===== src/hw/rtl/assert_macros.svh =====
// ----------------------------------------------------------------------------
// assertion macros
// shared concurrent assertion forms, clocked on clk with arst_n as disable
// ----------------------------------------------------------------------------
`ifndef ASSERT_MACROS_SVH
`define ASSERT_MACROS_SVH

// plain property that holds at every clock edge out of reset
`define ASSERT_ALWAYS(label, prop, msg) \
	label: assert property (@(posedge clk) disable iff (!arst_n) (prop)) else $error(msg);

// same-cycle implication
`define ASSERT_IMPLIES(label, ante, cons, msg) \
	label: assert property (@(posedge clk) disable iff (!arst_n) (ante) |-> (cons)) \
		else $error(msg);

// next-cycle implication
`define ASSERT_NEXT(label, ante, cons, msg) \
	label: assert property (@(posedge clk) disable iff (!arst_n) (ante) |=> (cons)) \
		else $error(msg);

`endif


===== src/hw/rtl/gdse_pkg.sv =====
// ----------------------------------------------------------------------------
// gdse_pkg
// shared types and constants of the grid shortest-path step engine
// ----------------------------------------------------------------------------
`timescale 1ns / 1ps

package gdse_pkg;

	localparam int GRID_SIDE = 32;
	localparam int COORD_W   = 5;
	localparam int CELLS     = GRID_SIDE * GRID_SIDE;
	localparam int ADDR_W    = $clog2(CELLS);
	localparam int COUNT_W   = $clog2(CELLS + 1);
	localparam int DIST_W    = 18;
	localparam int SUM_W     = 19;
	localparam int COST_W    = 8;

	localparam logic [DIST_W-1:0] DIST_MAX = {DIST_W{1'b1}};

	typedef enum logic [2:0] {
		T_EMPTY = 3'd0,
		T_WALL  = 3'd1,
		T_START = 3'd2,
		T_END   = 3'd3,
		T_FRONT = 3'd4,
		T_VISIT = 3'd5
	} cell_type_t;

	typedef enum logic [1:0] {
		K_WRITE = 2'd0,
		K_STEP  = 2'd1,
		K_READ  = 2'd2,
		K_NONE  = 2'd3
	} kind_t;

	typedef enum logic [1:0] {
		R_DIR8     = 2'd0,
		R_STRAIGHT = 2'd1,
		R_DIAGONAL = 2'd2
	} reg_idx_t;

	typedef enum logic [1:0] {
		D_ZERO  = 2'd0,
		D_PLUS  = 2'd1,
		D_MINUS = 2'd2
	} delta_t;

	// one grid cell as kept in the record memory
	typedef struct packed {
		cell_type_t          ctype;
		logic [DIST_W-1:0]   path_dist;
		logic [COORD_W-1:0]  pcol;
		logic [COORD_W-1:0]  prow;
	} cell_rec_t;

	// one frontier entry
	typedef struct packed {
		logic [COORD_W-1:0] col;
		logic [COORD_W-1:0] row;
	} entry_t;

	// control broadcast to the frontier chain
	typedef struct packed {
		logic              rotate;
		logic              remove;
		logic              append;
		logic [ADDR_W-1:0] pos;
		entry_t            entry;
	} chain_ctrl_t;

	function automatic logic [ADDR_W-1:0] cell_addr(input logic [COORD_W-1:0] col,
		input logic [COORD_W-1:0] row);
		return ADDR_W'(int'(col) * GRID_SIDE + int'(row));
	endfunction

	function automatic logic in_grid(input logic [COORD_W-1:0] col,
		input logic [COORD_W-1:0] row);
		return ({1'b0, col} < (COORD_W + 1)'(GRID_SIDE)) &&
			({1'b0, row} < (COORD_W + 1)'(GRID_SIDE));
	endfunction

	// neighbor order: left, up, right, down, then the four diagonals
	function automatic delta_t dir_dcol(input logic [2:0] dir);
		delta_t d;
		case (dir)
			3'd0, 3'd4, 3'd6: d = D_MINUS;
			3'd2, 3'd5, 3'd7: d = D_PLUS;
			default:          d = D_ZERO;
		endcase
		return d;
	endfunction

	function automatic delta_t dir_drow(input logic [2:0] dir);
		delta_t d;
		case (dir)
			3'd1, 3'd4, 3'd5: d = D_MINUS;
			3'd3, 3'd6, 3'd7: d = D_PLUS;
			default:          d = D_ZERO;
		endcase
		return d;
	endfunction

endpackage


===== src/hw/rtl/gdse_cell.sv =====
// ----------------------------------------------------------------------------
// gdse_cell
// one link of the frontier chain: rotates, closes a gap or takes an append
// ----------------------------------------------------------------------------
`timescale 1ns / 1ps

module gdse_cell (
	input  logic                         clk,
	input  logic [gdse_pkg::ADDR_W-1:0]  my_pos,
	input  gdse_pkg::chain_ctrl_t        ctrl,
	input  gdse_pkg::entry_t             nxt,
	output gdse_pkg::entry_t             entry_q
);

	always_ff @(posedge clk) begin
		if (ctrl.rotate) begin
			entry_q <= nxt;
		end else if (ctrl.remove && (my_pos >= ctrl.pos)) begin
			entry_q <= nxt;
		end else if (ctrl.append && (my_pos == ctrl.pos)) begin
			entry_q <= ctrl.entry;
		end
	end

endmodule


===== config.mk =====
export PLATFORM = sky130hd
export DESIGN_NAME = gdse_cell
export DESIGN_NICKNAME = d
export VERILOG_FILES = /design/src/hw/rtl/assert_macros.svh /design/src/hw/rtl/gdse_pkg.sv /design/src/hw/rtl/gdse_cell.sv
export SDC_FILE = /design/constraint.sdc
export NUM_CORES = 1
export LEC_CHECK = 0
export ABC_AREA = 1
export BUFFER_PORTS_ARGS = -buffer_cell sky130_fd_sc_hd__buf_2
export CORE_MARGIN = 2
export CORE_UTILIZATION = 42
export DETAILED_ROUTE_END_ITERATION = 8
export PLACE_DENSITY = 0.9
export SLEW_MARGIN = 5
export SYNTH_ARGS = -nofsm -noshare
export SYNTH_HDL_FRONTEND = slang
export SYNTH_SLANG_ARGS = --single-unit
export TNS_END_PERCENT = 1

===== constraint.sdc =====
create_clock -name clk -period 4.7 [get_ports clk]
set_input_delay 0.705 -clock clk [delete_from_list [all_inputs] [get_ports clk]]
set_output_delay 0.705 -clock clk [all_outputs]
set_load 0.03 [all_outputs]

# [Yosys cells after proc, flatten, opt, wreduce, memory -nomap -nowiden]
# Cells that the tools add are included.
# W data, S select, Z words.
[classes] n_addsub=0 n_mul=0 n_div=0 order_cmp=1 n_eq_ne=1 shifts=0 n_mux=3 bitwise_logic=0 reduce_logical=3
[ops] cell="$mux W10" n=3
[ops] cell="$eq A10 B10 Y1" n=1
[ops] cell="$ge A10 B10 Y1" n=1
[ops] cell="$reduce_bool A3 Y1" n=1
[ops] cell="$logic_and A1 B1 Y1" n=2
[word_totals] ff_bits=10 latch_bits=0 mem_bits_rw=0 romBits=0 input_bits=44 out_inout_bits=10 elab_cells=10 mem_count=0

# [Longest topological paths before layout]
# Gate-level depths: netlist of run 1.
[depth] word_depth=5 ltp_mapped=12 ltp_nobuf=12

# [Worst setup path before layout of run 1]
# No wires, ideal clock.
[synth_timing] path_kind="input to register" startpoint="input ctrl[19] (netlist name)" endpoint="register entry_q[0] (netlist name) (enable)" setup_time_ps=349 arrival_time_ps=1830 slack_ps=2521 path_stages=9 cell_sequence="inv_1 -> ha_1 -> nand2_1 -> nor2_2 -> nand3_1 -> nand3_1 -> nand2_2 -> buf_6 -> nand3_1"
[synth_between] elab_chain_len=3 elab_cells_between_ends=5
[synth_rtl] element="start, declared" line="gdse_cell.sv:10" text="input gdse_pkg::chain_ctrl_t ctrl,"
[synth_rtl] element="$ge A10 B10 Y1 or $eq A10 B10 Y1 (tied branches)" line="gdse_cell.sv:18, gdse_cell.sv:20"
[synth_rtl] element="$logic_and A1 B1 Y1, on equally long branches" line="gdse_cell.sv:18, gdse_cell.sv:20"
[synth_rtl] element="$reduce_bool A3 Y1 (no line) *"
[synth_rtl] element="end signal, assigned" line="gdse_cell.sv:17" text="entry_q <= nxt;"
[synth_rtl] element="end signal, assigned" line="gdse_cell.sv:19" text="entry_q <= nxt;"
[synth_rtl] element="end signal, assigned" line="gdse_cell.sv:21" text="entry_q <= ctrl.entry;"
[synth_rtl] element="end, declared" line="gdse_cell.sv:12" text="output gdse_pkg::entry_t entry_q"
# Mark *: on every way between the ends. The rest lies on a longest branch, timed or not.
# A chain may end at the register's enable or synchronous reset.

# [Worst setup path after layout of run 1]
[layout_timing] startpoint="input my_pos[9] (netlist name)" endpoint="register entry_q[5] (netlist name) (enable)"
[layout_between] elab_chain_len=3 elab_cells_between_ends=5
[layout_rtl] element="start, declared" line="gdse_cell.sv:9" text="input logic [gdse_pkg::ADDR_W-1:0] my_pos,"
[layout_rtl] element="$ge A10 B10 Y1 or $eq A10 B10 Y1 (tied branches)" line="gdse_cell.sv:18, gdse_cell.sv:20"
[layout_rtl] element="$logic_and A1 B1 Y1, on equally long branches" line="gdse_cell.sv:18, gdse_cell.sv:20"
[layout_rtl] element="$reduce_bool A3 Y1 (no line) *"
# Marked as above.

==> results of run 1 <==
==> metrics by stage <==
step | util, % | hold WS [ns] | total power [mW]
after CTS | 61.5 | 0.708 | 0.268
after detailed placement | 60.1 | 0.973 | 0.214
after global placement | 60.1 | 0.978 | 0.212
final | 61.5 | 0.704 | 0.267
after global routing | 61.5 | 0.718 | 0.286
after floorplan | - | 0.884 | 0.181
==> cells in the final DEF (no fill, tap or decap) <==
cell / instances
inv_1: 17
buf_2: 53
nor2_2: 1
nor2_1: 2
a21o_1: 1
nand3_1: 14
nand2_2: 2
nand4_1: 1
ha_1: 10
nand2_1: 32
clkbuf_4: 3
edfxtp_1: 10
a21oi_1: 2
==> report_power, final <==
| group | switching (mW) | internal, mW | leakage (nW) |
|---|---|---|---|
| registers | 0.00245 | 0.114 | 0.0998 |
| logic | 0.0598 | 0.0351 | 0.517 |
| clock network | 0.0264 | 0.0294 | 0.0138 |
| total | 0.0887 | 0.179 | 0.631 |
==> logic make-up after synthesis <==
family	share of synthesized area [%]
compound gates	2.35
flops	40.3
fa+ha+maj	16.8
buf+inv	10.6
simple gates	29.9
==> layout make-up <==
cell class | instances | area share (%)
clock buffers | 3 | 2.17
inverters | 17 | 6.14
multi-input cells | 65 | 35.2
flip-flops and latches | 10 | 28.9
well taps | 17 | 2.05
repair buffers | 53 | 25.5
==> layer usage <==
| metal | wire (microns) | vias up | share of wire [%] |
|---|---|---|---|
| met5 | 0 | - | 0 |
| met4 | 34 | 0 | 2.2 |
| met3 | 223 | 5 | 15 |
| met2 | 662 | 55 | 43 |
| met1 | 614 | 308 | 40 |
| li1 | - | 412 | - |
==> worst max path at each step <==
stage / end / slack, ns / cells after the start / from
floorplan: entry_q[0] / 2.52 / 9 / ctrl[19]
global placement: entry_q[4] / 2.34 / 7 / my_pos[9]
detailed placement: entry_q[6] / 2.28 / 7 / my_pos[9]
CTS: entry_q[5] / 2.54 / 7 / my_pos[9]
global route: entry_q[6] / 2.37 / 10 / my_pos[5]
finish: entry_q[5] / 2.56 / 7 / my_pos[9]
==> critical path, cell delays in order <==
cell and delay [ns]:
buf_2 0.10, ha_1 0.30, a21o_1 0.18, nor2_1 0.10, nand3_1 0.09, nand2_2 0.19, nand3_1 0.37
==> out/metrics.cfg, run 1 <==
[cts]
root_buffer = clkbuf_4
cts_max_level = 1
clkTransAtPathRegs_ns = 0.06
cts_resized = 0
post_cts_buffers = 0
cts_sinks = 10
ctsHoldBuffers = 0
clock_path_buffers = 2
cts_inserted_buffers = 3
tritoncts = built

[die]
initial_core_util_pct = 44.1
die_x_microns = 46.1
top_level_ports = 54
core_sq_mm = 0.00169
die_area_sq_mm = 0.00213
placementRows = 15
die_h_microns = 46.1

[grt]
busiest_layer = met2
grt_pass1_vias = 678
grt_start_max_net_pins = 13
met2_usage_pct = 27.8
grtUsageMet1_pct = 19.8
grt_util_met3_pct = 3.92
grt_pass1_wl_microns = 2500
grt_usage_pct = 16.7
grt_antenna_before_repair = 0
overflow = 0

[synth]
synth_top_flop_cell = edfxtp_1
ys_ff_latch = 10
synth.largest_area_cell = edfxtp_1
syn_area_per_cell_sq_um = 7.92
yosysMostFrequentCell = nand2_1
synth_nets = 148
synth_seq_area_share_pct = 40.3
synth_edf_count = 10
synth_cell_types = 13
synthTopCellsByArea = edfxtp_1 40%, ha_1 17%, nand2_1 16%, nand3_1 9.4%, inv_1 8.6%
async_flop_share_pct = 0
yosysTopAreaCellShare_pct = 40.3
synthTopCellsByCount = 32 x nand2_1, 17 x inv_1, 14 x nand3_1
synthCells = 94
yosysWarnings = 0
netlist_area_sq_um = 744

[sta]
tightestPinTransition_ns = 0.447
post-route-min-period_ns = 2.14
grt_setup_unrepaired = no
relSlewSlack_pct = 70.1
finalHoldViolCount = 0
fmaxAchievable_ghz = 0.467
finalSetupTns_ns = 0
fin_ws_ns = 2.56
post-route-period-util_pct = 45.6
setup_violations = 0
drv_slew = 0

[place]
hpwl_microns = 1350
post-place-ws_ns = 2.28
io_buffers = 53
placed_area_sq_mm = 0.00102
dp_cells = 162
routabilityCongestion = 0.726

[detailed_routing]
drc = 0
routed_wl_microns = 1540
drtAntennaViolNets = 0
drt_iter0_drc = 14
viasPerCell = 4.73
dr.pass1.iters = 4
routedWlPerCell_microns = 9.30
vias = 780

[worst_hold_path]
hold_end = entry_q[8]
min_path_type = input port to flip-flop
hp-start = nxt[8]
whs_path_depth = 3

[pwr]
p_leak_nw = 0.631
vdd_ir_drop_max_v = 0.000104
pwr_density_cell_mw_per_mm2 = 257

[layout]
syn_to_final_growth_pct = 39.5
num_antenna_cells = 0
multi_input_area_sq_um = 365
drive_above_1_share_pct = 39.9
ff_latch_area_sq_um = 300
largestRegisters = entry_q: 10 flops
largest_reg_flops = 10
final_nets = 204
design_area_sq_mm = 0.00104
fin_cells = 165
regMostFlops = entry_q
fill_cells = 163

[worst_setup_path]
worst-path-max-fanout = 12
critPathKind = input port to flip-flop
end_kind = flip-flop
critPathRequiredTime_ns = 4.59
start_kind = input port
cp.arrival_ns = 2.03

[run]
max_cap_violations = 0

[outcome]
status = finished, final reports clean

(Power assumes the default switching activity.)
==> run 2: changes to the inputs <==
- CORE_UTILIZATION: 42 -> 36
- PLACE_DENSITY: 0.9 -> 0.82
- clock period: 4.7 -> 1.8 ns (I/O delays scaled with it)
==> run 2 against run 1 <==
  * Clock power up 140%
  * Global-route usage down 3.3 points
  * Via count up 0.51%
  * Critical path type unchanged
  * Utilization down 6.1 points
  * Die area up 15%
  * Setup slack worse by 2.2 ns
  * Largest power group unchanged
  * Sequential power rose to 2.6 times the previous value
  * Power rose to 2.6 times the previous value
  * Routed wire length up 3.6%
  * Largest cell class unchanged
  * Non-clock buffer count up 3
  * Combinational power rose to 2.8 times the previous value
==> out/metrics.cfg, run 2 (same netlist as run 1, synthesis figures left out) <==
[detailed_routing]
drt_iter0_drc = 9
viasPerCell = 4.40
dr.pass1.iters = 4
vias = 784
routed_wl_microns = 1590
drtAntennaViolNets = 0
routedWlPerCell_microns = 8.93
drc = 0

[die]
core_sq_mm = 0.00196
placementRows = 16
die_h_microns = 49.5
initial_core_util_pct = 37.9
die_area_sq_mm = 0.00245
top_level_ports = 54
die_x_microns = 49.5

[layout]
multi_input_area_sq_um = 365
largest_reg_flops = 10
drive_above_1_share_pct = 41.1
largestRegisters = entry_q: 10 flops
ff_latch_area_sq_um = 300
fill_cells = 221
final_common_cell = buf_2
fin_cells = 178
design_area_sq_mm = 0.00109
syn_to_final_growth_pct = 45.9
num_antenna_cells = 0
final_cell_mix = 53 x buf_2, 32 x nand2_1, 17 x inv_1
final_nets = 207
regMostFlops = entry_q

[cts]
cts_inserted_buffers = 3
clkTransAtPathRegs_ns = 0.06
cts_sinks = 10
cts_resized = 0
tritoncts = built
post_cts_buffers = 0
clock_path_buffers = 2
cts_max_level = 1
ctsHoldBuffers = 0
root_buffer = clkbuf_4

[worst_setup_path]
critPathRequiredTime_ns = 1.76
cp.arrival_ns = 1.42
critPathKind = input port to flip-flop
end_kind = flip-flop
worst-path-max-fanout = 10
start_kind = input port

[pwr]
power_frac_clock_pct = 19.1
power_mw = 0.701
p_sw_share_pct = 31.9
vdd_ir_drop_max_v = 0.000290
p_leak_nw = 0.649
p_comb_share_pct = 37.5
pwr_density_cell_mw_per_mm2 = 645
p_seq_share_pct = 43.4
internal-power_mw = 0.477
power_switching_mw = 0.224

[grt]
grt_pass1_wl_microns = 2640
grt_start_max_net_pins = 13
grt_usage_pct = 13.4
grt_antenna_before_repair = 0
grt_pass1_vias = 722
overflow = 0

[sta]
setup_violations = 0
grt_setup_unrepaired = no
post-route-min-period_ns = 1.46
post-route-period-util_pct = 81.3
finalHoldViolCount = 0
finalSetupTns_ns = 0
fmaxAchievable_ghz = 0.683
relSlewSlack_pct = 75.9
fin_ws_ns = 0.337
drv_slew = 0
tightestPinTransition_ns = 0.361

[worst_hold_path]
min_path_type = input port to flip-flop

[place]
hpwl_microns = 1440
routabilityCongestion = 0.645
placed_area_sq_mm = 0.00106
dp_cells = 175
post-place-ws_ns = 0.0594
io_buffers = 53

[outcome]
status = finished, final reports clean

[run]
max_cap_violations = 0

## run 2: cell types whose count changed in the layout (fill, tap and decap cells not counted), sizes merged
cell  previous run  this run
buf             53        56
## run 2: area by class of cell
| cell class | instances | share of cell area, % |
|---|---|---|
| Inverter | 17 | 5.88 |
| Clock buffer | 3 | 2.07 |
| Multi-Input combinational cell | 65 | 33.6 |
| Tap cell | 27 | 3.11 |
| Timing Repair Buffer | 56 | 27.6 |
| Sequential cell | 10 | 27.6 |
## run 2: through the flow
stage | utilization (%) | hold WS, ns
CTS | 55.4 | 0.280
global placement | 54.2 | 0.540
floorplan | - | 0.449
finish | 55.4 | 0.283
detailed placement | 54.2 | 0.537
global route | 55.4 | 0.302
## run 2: routing by layer
layer / GRT usage (%) / wire length (microns) / vias up
met1: 13.2 / 596 / 330
met5: 0 / 0 / -
met3: 3.94 / 180 / 0
met2: 26.6 / 812 / 37
li1: - / - / 417
met4: 3.70 / 0 / 0
## run 2: worst paths after layout
check / startpoint / depth (start not counted) / slack, ns / to
setup / recovery: ctrl[19] / 10 / 0.34 / entry_q[0]
hold / removal: nxt[4] / 3 / 0.28 / entry_q[4]
## run 2: power by group through the flow
| stage | clock (mW) | combinational [mW] | sequential (mW) |
|---|---|---|---|
| after floorplan | 0 | 0.0893 | 0.384 |
| after CTS | 0.139 | 0.266 | 0.305 |
| after global placement | 0 | 0.258 | 0.309 |
| after global routing | 0.145 | 0.291 | 0.308 |
| final | 0.134 | 0.263 | 0.304 |
| after detailed placement | 0 | 0.266 | 0.310 |
## run 2: worst max-delay path, stage by stage
cell,delay [ns]
buf_2,0.07
inv_1,0.03
ha_1,0.28
nand2_1,0.09
nor2_2,0.15
nand3_1,0.09
nand3_1,0.10
nand2_2,0.08
nand3_1,0.12
buf_12,0.14
