[src/hw/rtl/assert_macros.svh]
// ----------------------------------------------------------------------------
// assertion macros
// shared concurrent assertion forms, clocked on clk with arst_n as disable
// ----------------------------------------------------------------------------
`ifndef ASSERT_MACROS_SVH
`define ASSERT_MACROS_SVH

// plain property that holds at every clock edge out of reset
`define ASSERT_ALWAYS(label, prop, msg) \
	label: assert property (@(posedge clk) disable iff (!arst_n) (prop)) else $error(msg);

// same-cycle implication
`define ASSERT_IMPLIES(label, ante, cons, msg) \
	label: assert property (@(posedge clk) disable iff (!arst_n) (ante) |-> (cons)) \
		else $error(msg);

// next-cycle implication
`define ASSERT_NEXT(label, ante, cons, msg) \
	label: assert property (@(posedge clk) disable iff (!arst_n) (ante) |=> (cons)) \
		else $error(msg);

`endif

[src/hw/rtl/gdse_ram.sv]
// ----------------------------------------------------------------------------
// gdse_ram
// generic single-port ram with registered read
// ----------------------------------------------------------------------------
`timescale 1ns / 1ps

module gdse_ram #(
	parameter int WIDTH = 8,
	parameter int DEPTH = 16
) (
	input  logic                     clk,
	input  logic                     we,
	input  logic [$clog2(DEPTH)-1:0] addr,
	input  logic [WIDTH-1:0]         wdata,
	output logic [WIDTH-1:0]         rdata
);

	logic [WIDTH-1:0] mem_q [DEPTH];

	always_ff @(posedge clk) begin
		if (we) begin
			mem_q[addr] <= wdata;
		end
		rdata <= mem_q[addr];
	end

endmodule

[config.mk]
export PLATFORM = sky130hd
export DESIGN_NAME = gdse_ram
export DESIGN_NICKNAME = d
export VERILOG_FILES = /design/src/hw/rtl/assert_macros.svh /design/src/hw/rtl/gdse_ram.sv
export SDC_FILE = /design/constraint.sdc
export NUM_CORES = 1
export LEC_CHECK = 0
export BUFFER_PORTS_ARGS = -buffer_cell sky130_fd_sc_hd__buf_2
export CELL_PAD_IN_SITES_DETAIL_PLACEMENT = 1
export CELL_PAD_IN_SITES_GLOBAL_PLACEMENT = 1
export CORE_AREA = 2 2 111 86
export CTS_CLUSTER_DIAMETER = 150
export DETAILED_ROUTE_END_ITERATION = 16
export DIE_AREA = 0 0 113 88
export HOLD_SLACK_MARGIN = 0.05
export PLACE_DENSITY = 0.94
export SYNTH_ARGS = -nofsm -noshare
export SYNTH_HDL_FRONTEND = slang
export SYNTH_SLANG_ARGS = --single-unit
[constraint.sdc]
create_clock -name clk -period 4.25 [get_ports clk]
set_input_delay 0.2125 -clock clk [delete_from_list [all_inputs] [get_ports clk]]
set_output_delay 0.2125 -clock clk [all_outputs]
set_load 0.02 [all_outputs]
After elaboration in Yosys (flattened, before gate mapping)
Memories as Yosys holds them, arrays and structs flattened. A register that Yosys moved wholly into a read port is not among the register bits.
Index checks and enable logic that the tools add are counted.

storage, ports and cells
  register bits after elaboration = 0
  RAM bits = 128
  input port bits = 14
  output and inout bits = 8
  word-level logic and storage cells = 3
  memories kept = 1

memory list
  memory  words  bits a word  rd ports  clocked after memory_dff  wr ports  line            text
  mem_q   16     8            1         1                         1         gdse_ram.sv:18  logic [WIDTH-1:0] mem_q [DEPTH];

operators by class
  muxes and demuxes = 2

operators with widths
  kind               number
  1-bit two-way mux  2

Depth between registers and ports, before layout
Gate-level depths: netlist of run 1.

  word-level depth = 2
  depth in mapped cells = 5
  gate-level depth less buffers = 3

Worst setup path after synthesis of run 1
Ideal clock, no wire load.

  path kind = in2reg
  start = input port addr[2]
  end = memory mem_q[0][0], enable pin
  setup time = 0.383 ns
  arrival = 1.322 ns
  required time = 3.867 ns
  slack = 2.544 ns
  stages = 2
  buffers on the path = 0
  path through = or3b_2 -> nor3_1

RTL lines
  what         line            text
  from (decl)  gdse_ram.sv:13  input logic [$clog2(DEPTH)-1:0] addr,
  to (decl)    gdse_ram.sv:18

Straight into the memory's write port.

Final worst setup path of run 1
  start = input port addr[0]
  end = memory mem_q[1][1], enable pin

Straight into the memory's write port.

==> impl_metrics.toml, run 1 <==
[worst_setup_path]
ff2ff_path_depth = 3
startpoint_type = "primary input"
crit_type = "in2reg"
path_max_fanout = 21
cp.required_ps = 4280
crit_arrival_ps = 2080
end_kind = "flip-flop"

[global_routing]
grt_pass1_vias = 2514
antenna_found_initial = 0
grtUsageTotal_pct = 24.6
grt_pass1_wl_um = 16400
grt-ovfl-total = 0
grt_max_degree = 40

[synthesis]
seq_area_frac_synth_pct = 79.0
synth.distinct_cells = 18
synth_seq_cells = 136
yosysWarnings = 0
synth_area_um2 = 5070
synth_nets = 244
synthCells = 230
avgSynthCellArea_um2 = 22.0

[placed_design]
place.port_buffers = 21
gp_congestion = 0.751
dp_hpwl_um = 6550
placed_cells = 357
dpl_cell_area_um2 = 5290

[timing]
fin_crit_ps = 2040
final_max_slew_viol_count = 0
setup_viol = 0
hold_viol = 0
rsz0062_at_grt = "no"
worstMarginPinSlew_ps = 923
slew_headroom_pct = 38.5
fin_setup_tns_ps = 0
fmaxAchievable_mhz = 489
skew_ps = 5.27
finalCritPeriodShare_pct = 48.1

[floorplanning]
design.core.area_um2 = 8860
num_rows = 30
dieArea_um2 = 9940
die_h_um = 88
ios = 22
die_x_um = 113
start_util_pct = 57.2

[route]
drt_iter0_markers = 246
via_per_inst = 6.03
finalWirelength_um = 11000
vias = 2344
routedWlPerCell_um = 28.3
drt-pass1-iter-count = 10
drc = 2
ant_nets = 0

[finish]
layout_common_cells = "edfxtp_1 (128), mux4_2 (32), buf_2 (21), clkbuf_16 (17), a22oi_1 (16)"
diodes = 0
fin_area_um2 = 5930
instances_no_fill = 389
nFillCells = 690
layout-drive-gt1-share_pct = 30.3
nets = 278
syn2layout_area_growth_pct = 17.1
layout_commonest_cell = "edfxtp_1"
fin_util_pct = 67.0

[run]
maxCapViolCount = 0

[cts]
clk_pin_slew_ps = 50
htreeDepth = 4
cts.sinks = 136
cts_tree = "yes"
numCtsBuffers = 17
cts.path.max_buffers = 2
post_cts.repair.setup_buffers = 0
cts_root_buf = "clkbuf_16"
clock_latency_ps = 410
cts_hold_buf = 0
cts_resized = 0

[power]
power_density_nw_per_um2 = 550
ir_drop_mv = 0.514
total_power_mw = 3.27
leakagePower_nw = 1.95

[hold_path]
hold_path.class = "in2reg"
hold_depth = 1

[status]
run_status = "finished with violations"
violations = "DRC"
-- power by group --
part           leakage [nW]  internal (mW)  switching, mW
Sequential             1.22           1.50        0.00949
Clock                 0.307           1.10          0.507
Combinational         0.420         0.0551         0.0959
Total                  1.95           2.65          0.612
-- synth_stat cells --
library cell,n,area [um^2]
nand2b_1,2,12.5
clkbuf_1,2,7.51
buf_1,4,15.0
and2_1,1,6.26
clkbuf_2,1,5.00
edfxtp_1,128,3840
or3b_2,1,8.76
buf_2,2,10.0
a22oi_1,16,120
nor3_1,4,20.0
buf_6,2,22.5
nand2_1,9,33.8
nor2b_1,2,12.5
nor2_1,13,48.8
nand3_1,1,5.00
mux4_2,32,721
dfxtp_1,8,160
nand3b_1,2,15.0
-- flip-flops by register name, indices dropped and copies added (netlist names) --
register  flops
rdata         8
mem_q       128
-- cell families (layout without fill, tap and decap cells) --
family	after synthesis	in the layout	share of synthesized area (%)
AOI/OAI and AO/OA	16	16	2.37
buffers and inverters	11	58	1.19
and+or+nand+nor	35	35	3.21
DFF	136	136	79.0
muxes	32	32	14.2
-- worst paths after layout --
path | startpoint | end | slack (ps)
worst min-delay path | wdata[5] | mem_q[12][5]$_DFFE_PP_ | 220
worst max register to register | mem_q[0][4]$_DFFE_PP_ | rdata[4]$_DFF_P_ | 2840
worst max-delay path | addr[0] | mem_q[1][1]$_DFFE_PP_ | 2210
worst min register to register | mem_q[3][1]$_DFFE_PP_ | rdata[1]$_DFF_P_ | 720
-- routing by layer --
layer  share of wire [%]  track usage, %  up-vias  routed length, um
li1                    -               -     1030                  -
met3                 6.5            7.13        6                715
met5                   0               0        -                  0
met2                  51            38.6       82               5590
met4                0.70            7.21        0                 77
met1                  42            34.6     1226               4610
-- cell type report --
class	instances	area [um^2]	share of cell area, %
clock buffers	23	448	7.55
clock inverters	9	196	3.31
multi-input cells	83	1000	16.9
flip-flops and latches	136	4000	67.5
well taps	112	140	2.36
repair buffers	26	143	2.40
-- metrics by stage --
stage / hold WS [ps] / worst slack (ps)
after global routing: 220 / 1950
final: 224 / 2210
after detailed placement: 628 / 1740
after CTS: 206 / 2150
after global placement: 628 / 1880
after floorplan: 311 / 2540
-- worst max-delay path, stage by stage --
cell	delay, ps
buf_2	480
buf_4	450
nand2b_1	220
nor2_1	700
Note: power is estimated with default switching activity, not from simulation.
==> inputs of run 2 (changes only) <==
- ABC_AREA: default -> 1
- CORE_AREA: 2 2 111 86 -> 2 2 128 99
- DIE_AREA: 0 0 113 88 -> 0 0 130 101
- PLACE_DENSITY: 0.94 -> 0.88
- clock period: 4.25 -> 1.9 ns (I/O delays scaled with it)
==> impl_metrics.toml, run 2 <==
[power]
ir_drop_mv = 0.747
power_density_nw_per_um2 = 1080
total_power_mw = 7.08
p_switching_mw = 1.62
p_comb_share_pct = 6.5
clkPwrFrac_pct = 45.8
pwr-share-seq_pct = 47.7
leakagePower_nw = 2.85
p_int_mw = 5.46
swShare_pct = 22.9

[synthesis]
yosys_most_used_dff = "edfxtp_1"
synthTopCellsByArea = "edfxtp_1 (69%), nand2_1 (23%), dfxtp_1 (2.9%), inv_1 (1.4%), nor2_1 (1.2%)"
synthArstFlopShare_pct = 0
synthCells = 548
yosys.cell_count.top_type = "nand2_1"
yosysTopAreaCellShare_pct = 68.7
synth-edff-count = 128
synth_nets = 562
avgSynthCellArea_um2 = 10.2
synth_seq_cells = 136
synthTopCellsByCount = "nand2_1 (346), edfxtp_1 (128), inv_1 (21)"
yosysWarnings = 0
synth_top_area_cell = "edfxtp_1"
synth.distinct_cells = 11
seq_area_frac_synth_pct = 71.6
synth_area_um2 = 5590

[finish]
syn2layout_area_growth_pct = 17.7
fin_area_um2 = 6580
largest_register = "mem_q"
diodes = 0
largest_registers = "mem_q: 128 flops, rdata: 8 flops"
nets = 609
instances_no_fill = 774
layout_commonest_cell = "nand2_1"
layout_common_cells = "nand2_1 (346), edfxtp_1 (128), buf_4 (28), inv_1 (21), buf_2 (21)"
layout-drive-gt1-share_pct = 13.5
fin_util_pct = 55.0
largest_reg_flops = 128

[placed_design]
place.port_buffers = 21
dp_hpwl_um = 9370
placed_cells = 742
dpl_cell_area_um2 = 6000
pre_cts_slack_ps = 340
gp_congestion = 0.794

[global_routing]
grtUsageTotal_pct = 24.7
antenna_found_initial = 0
grt_pass1_vias = 4354
grt_pass1_wl_um = 23000
grt_max_degree = 33
grt-ovfl-total = 0

[timing]
fmaxAchievable_mhz = 837
slew_headroom_pct = 53.9
skew_ps = 7.66
whs_ps = 96.0
fin_setup_tns_ps = 0
setup_viol = 0
worstMarginPinSlew_ps = 688
worst_slack_ps = 705
finalCritPeriodShare_pct = 62.9
final_max_slew_viol_count = 0
hold_viol = 0
rsz0062_at_grt = "no"
fin_crit_ps = 1190

[worst_setup_path]
crit_arrival_ps = 1250
startpoint_type = "primary input"
cp.required_ps = 1960
end_kind = "flip-flop"
crit_type = "in2reg"
path_max_fanout = 17
reg2reg_setup_slack_ps = 790

[cts]
clock_latency_ps = 430
clk_pin_slew_ps = 60
htreeDepth = 4
cts_hold_buf = 0
numCtsBuffers = 17
post_cts.repair.setup_buffers = 0
cts_resized = 0
cts_tree = "yes"
cts_root_buf = "clkbuf_16"
cts.sinks = 136
cts.path.max_buffers = 2

[route]
drt-pass1-iter-count = 4
finalWirelength_um = 14900
drt_iter0_markers = 367
drc = 0
ant_nets = 0
via_per_inst = 5.15
vias = 3987
routedWlPerCell_um = 19.2

[run]
maxCapViolCount = 0

[floorplanning]
die_x_um = 130
ios = 22
dieArea_um2 = 13100
design.core.area_um2 = 12000
num_rows = 35
start_util_pct = 46.8
die_h_um = 101

[hold_path]
hold_path.class = "in2reg"

[status]
run_status = "complete, no violations"
-- run 2: changes by cell type after synthesis, moves of 5 or more --
cell,delta
nor2_1,+5
a22oi_1,-16
mux4_2,-32
nand2_1,+337
buf_4,+6
buf_2,+10
inv_1,+21
-- run 2: worst max-delay path: stages --
cell and delay, ps:
buf_2 340, nand3_1 230, nor2_1 580
-- run 2: final cells by class --
type                            count  area, um^2
Clock buffer                       19         453
Multi-Input combinational cell    368        1390
Timing Repair Buffer               49         315
Fill cell                        1327        5370
Tap cell                          166         208
Sequential cell                   136        4000
Inverter                           23        86.3
Clock inverter                     13         129
-- run 2: worst paths after layout --
check	cells past startpoint	endpoint	start
hold / removal	1	mem_q[5][3]$_DFFE_PP_	wdata[3]
setup / recovery	3	mem_q[13][5]$_DFFE_PP_	addr[0]
hold reg to reg	8	rdata[3]$_DFF_P_	mem_q[8][3]$_DFFE_PP_
setup reg to reg	8	rdata[2]$_DFF_P_	mem_q[4][2]$_DFFE_PP_
-- run 2: cells by family (layout without fill, tap and decap cells) --
kind of cell | Yosys count | in the layout | share of synthesized area, %
AND/OR/NAND/NOR | 368 | 368 | 24.8
flip-flops | 136 | 136 | 71.6
buffers and inverters | 44 | 104 | 3.62
-- run 2: layer usage --
metal  up-vias  share of wire, %  global-route usage [%]
li1       1845                 -                       -
met4         0               2.6                    12.7
met3        36               5.4                    6.37
met1      1993                43                    30.7
met5         -                 0                       0
met2       113                49                    40.3
-- run 2: power by group through the flow --
stage | Sequential (mW) | Combinational, mW | Clock [mW]
floorplan | 3.46 | 0.231 | 0
global placement | 3.43 | 0.423 | 0
detailed placement | 3.44 | 0.451 | 0
CTS | 3.37 | 0.461 | 3.29
global route | 3.38 | 0.510 | 3.40
finish | 3.37 | 0.459 | 3.24
==> inputs of run 3 (changes only) <==
- clock period: 1.9 -> 1.2 ns (I/O delays scaled with it)
==> impl_metrics.toml, run 3 (synthesis results as in run 2) <==
[finish]
nFillCells = 1293
largest_registers = "mem_q: 128 flops, rdata: 8 flops"
diodes = 0
layout_common_cells = "nand2_1 (345), edfxtp_1 (128), inv_1 (21), buf_2 (21)"
largest_reg_flops = 128
syn2layout_area_growth_pct = 22.3
layout_commonest_cell = "nand2_1"
largest_register = "mem_q"
fin_util_pct = 57.2
fin_area_um2 = 6840
layout-drive-gt1-share_pct = 16.4
nets = 604

[floorplanning]
start_util_pct = 46.8
design.core.area_um2 = 12000
ios = 22
die_x_um = 130
die_h_um = 101
num_rows = 35
dieArea_um2 = 13100

[timing]
hold_viol = 0
finalCritPeriodShare_pct = 93.7
worstMarginPinSlew_ps = 461
worst_slack_ps = 75.1
rsz0062_at_grt = "no"
slew_headroom_pct = 69.3
fin_crit_ps = 1120
setup_viol = 0
fmaxAchievable_mhz = 889
fin_setup_tns_ps = 0
skew_ps = 8.67
final_max_slew_viol_count = 0

[power]
leakagePower_nw = 2.89
power_density_nw_per_um2 = 1740
ir_drop_mv = 1.52
total_power_mw = 11.9

[worst_setup_path]
end_kind = "flip-flop"
slowest_stage = "edfxtp_1"
cpMostUsedCell = "nand2_1"
r2r-end = "rdata[2]$_DFF_P_"
reg2reg_setup_slack_ps = 80
crit_buf_inv = 1
path_cells = "nand2_1 -> nand2_1 -> nand2_1 -> nand2_1 -> nand2_2 -> nand2_1 -> inv_1 -> nand2_1"
crit_start = "mem_q[7][2]$_DFFE_PP_"
ff2ff_path_depth = 8
crit_arrival_ps = 1430
cp.required_ps = 1500
startpoint_type = "flip-flop"
r2r_start = "mem_q[7][2]$_DFFE_PP_"
max_stage_delay_ps = 370
cp_top_family = "simple AND/OR/NAND/NOR gates"
path_max_fanout = 1
crit_cells = 8
crit_type = "reg2reg"

[cts]
cts.sinks = 136
clock_latency_ps = 420
cts_hold_buf = 0
clk_pin_slew_ps = 60
cts_tree = "yes"
cts.path.max_buffers = 2
numCtsBuffers = 17
htreeDepth = 4
cts_root_buf = "clkbuf_16"

[placed_design]
pre_cts_slack_ps = -85.6
gp_congestion = 0.797
dp_hpwl_um = 9460
place.port_buffers = 21
dpl_cell_area_um2 = 6180

[hold_path]
hold_end = "mem_q[12][6]$_DFFE_PP_"
hold_path.class = "in2reg"
hold_depth = 1
min-delay-start = "wdata[6]"

[route]
ant_nets = 0
drt-pass1-iter-count = 5
routedWlPerCell_um = 19.6
finalWirelength_um = 15100
vias = 3952
drc = 0
drt_iter0_markers = 390
via_per_inst = 5.14

[global_routing]
grt_pass1_wl_um = 23600
grt_max_degree = 32
antenna_found_initial = 0
grt-ovfl-total = 0
grt_pass1_vias = 4330
grtUsageTotal_pct = 25.4

[status]
run_status = "complete, no violations"

[run]
maxCapViolCount = 0
run 3: cell type report:
cell class | instances | area, um^2 | share of cell area [%]
tap | 166 | 208 | 3.04
sequential | 136 | 4000 | 58.6
timing repair buffer | 44 | 353 | 5.16
clock inverter | 13 | 200 | 2.93
clock buffer | 19 | 453 | 6.62
inverter | 23 | 86.3 | 1.26
multi-input combinational | 368 | 1530 | 22.4
run 3: worst max-delay path by stage:
stage / to
final: rdata[2]$_DFF_P_
after global routing: rdata[2]$_DFF_P_
after CTS: rdata[1]$_DFF_P_
after detailed placement: mem_q[3][1]$_DFFE_PP_
after global placement: mem_q[3][5]$_DFFE_PP_
after floorplan: mem_q[8][0]$_DFFE_PP_
run 3: worst register-to-register path, cell delays in order (launching register included):
cell,delay [ps]
edfxtp_1,370
nand2_1,90
nand2_1,70
nand2_1,70
nand2_1,80
nand2_2,90
nand2_1,60
inv_1,90
nand2_1,80
run 3: timing repair:
item | CTS | global route
endpoints found under the setup margin | 0 | 1
resized for setup | 0 | 1
buffers inserted | 0 | 0
run 3: layer usage:
metal,GRT usage [%],up-vias,share of wire (%)
li1,-,1838,-
met2,40.8,107,48
met5,0,-,0
met3,6.05,31,4.5
met1,33.7,1976,46
met4,9.84,0,2.4
run 3: power breakdown:
part	internal [mW]	switching, mW
combinational	0.230	0.587
sequential	5.31	0.0299
clock	3.78	1.96
run 3: through the flow:
| step | instances | hold slack (ps) |
|---|---|---|
| global placement | 737 | 476 |
| CTS | 769 | 57.8 |
| floorplan | 548 | 159 |
| finish | 769 | 69.1 |
| detailed placement | 737 | 477 |
| global route | 769 | 76.8 |
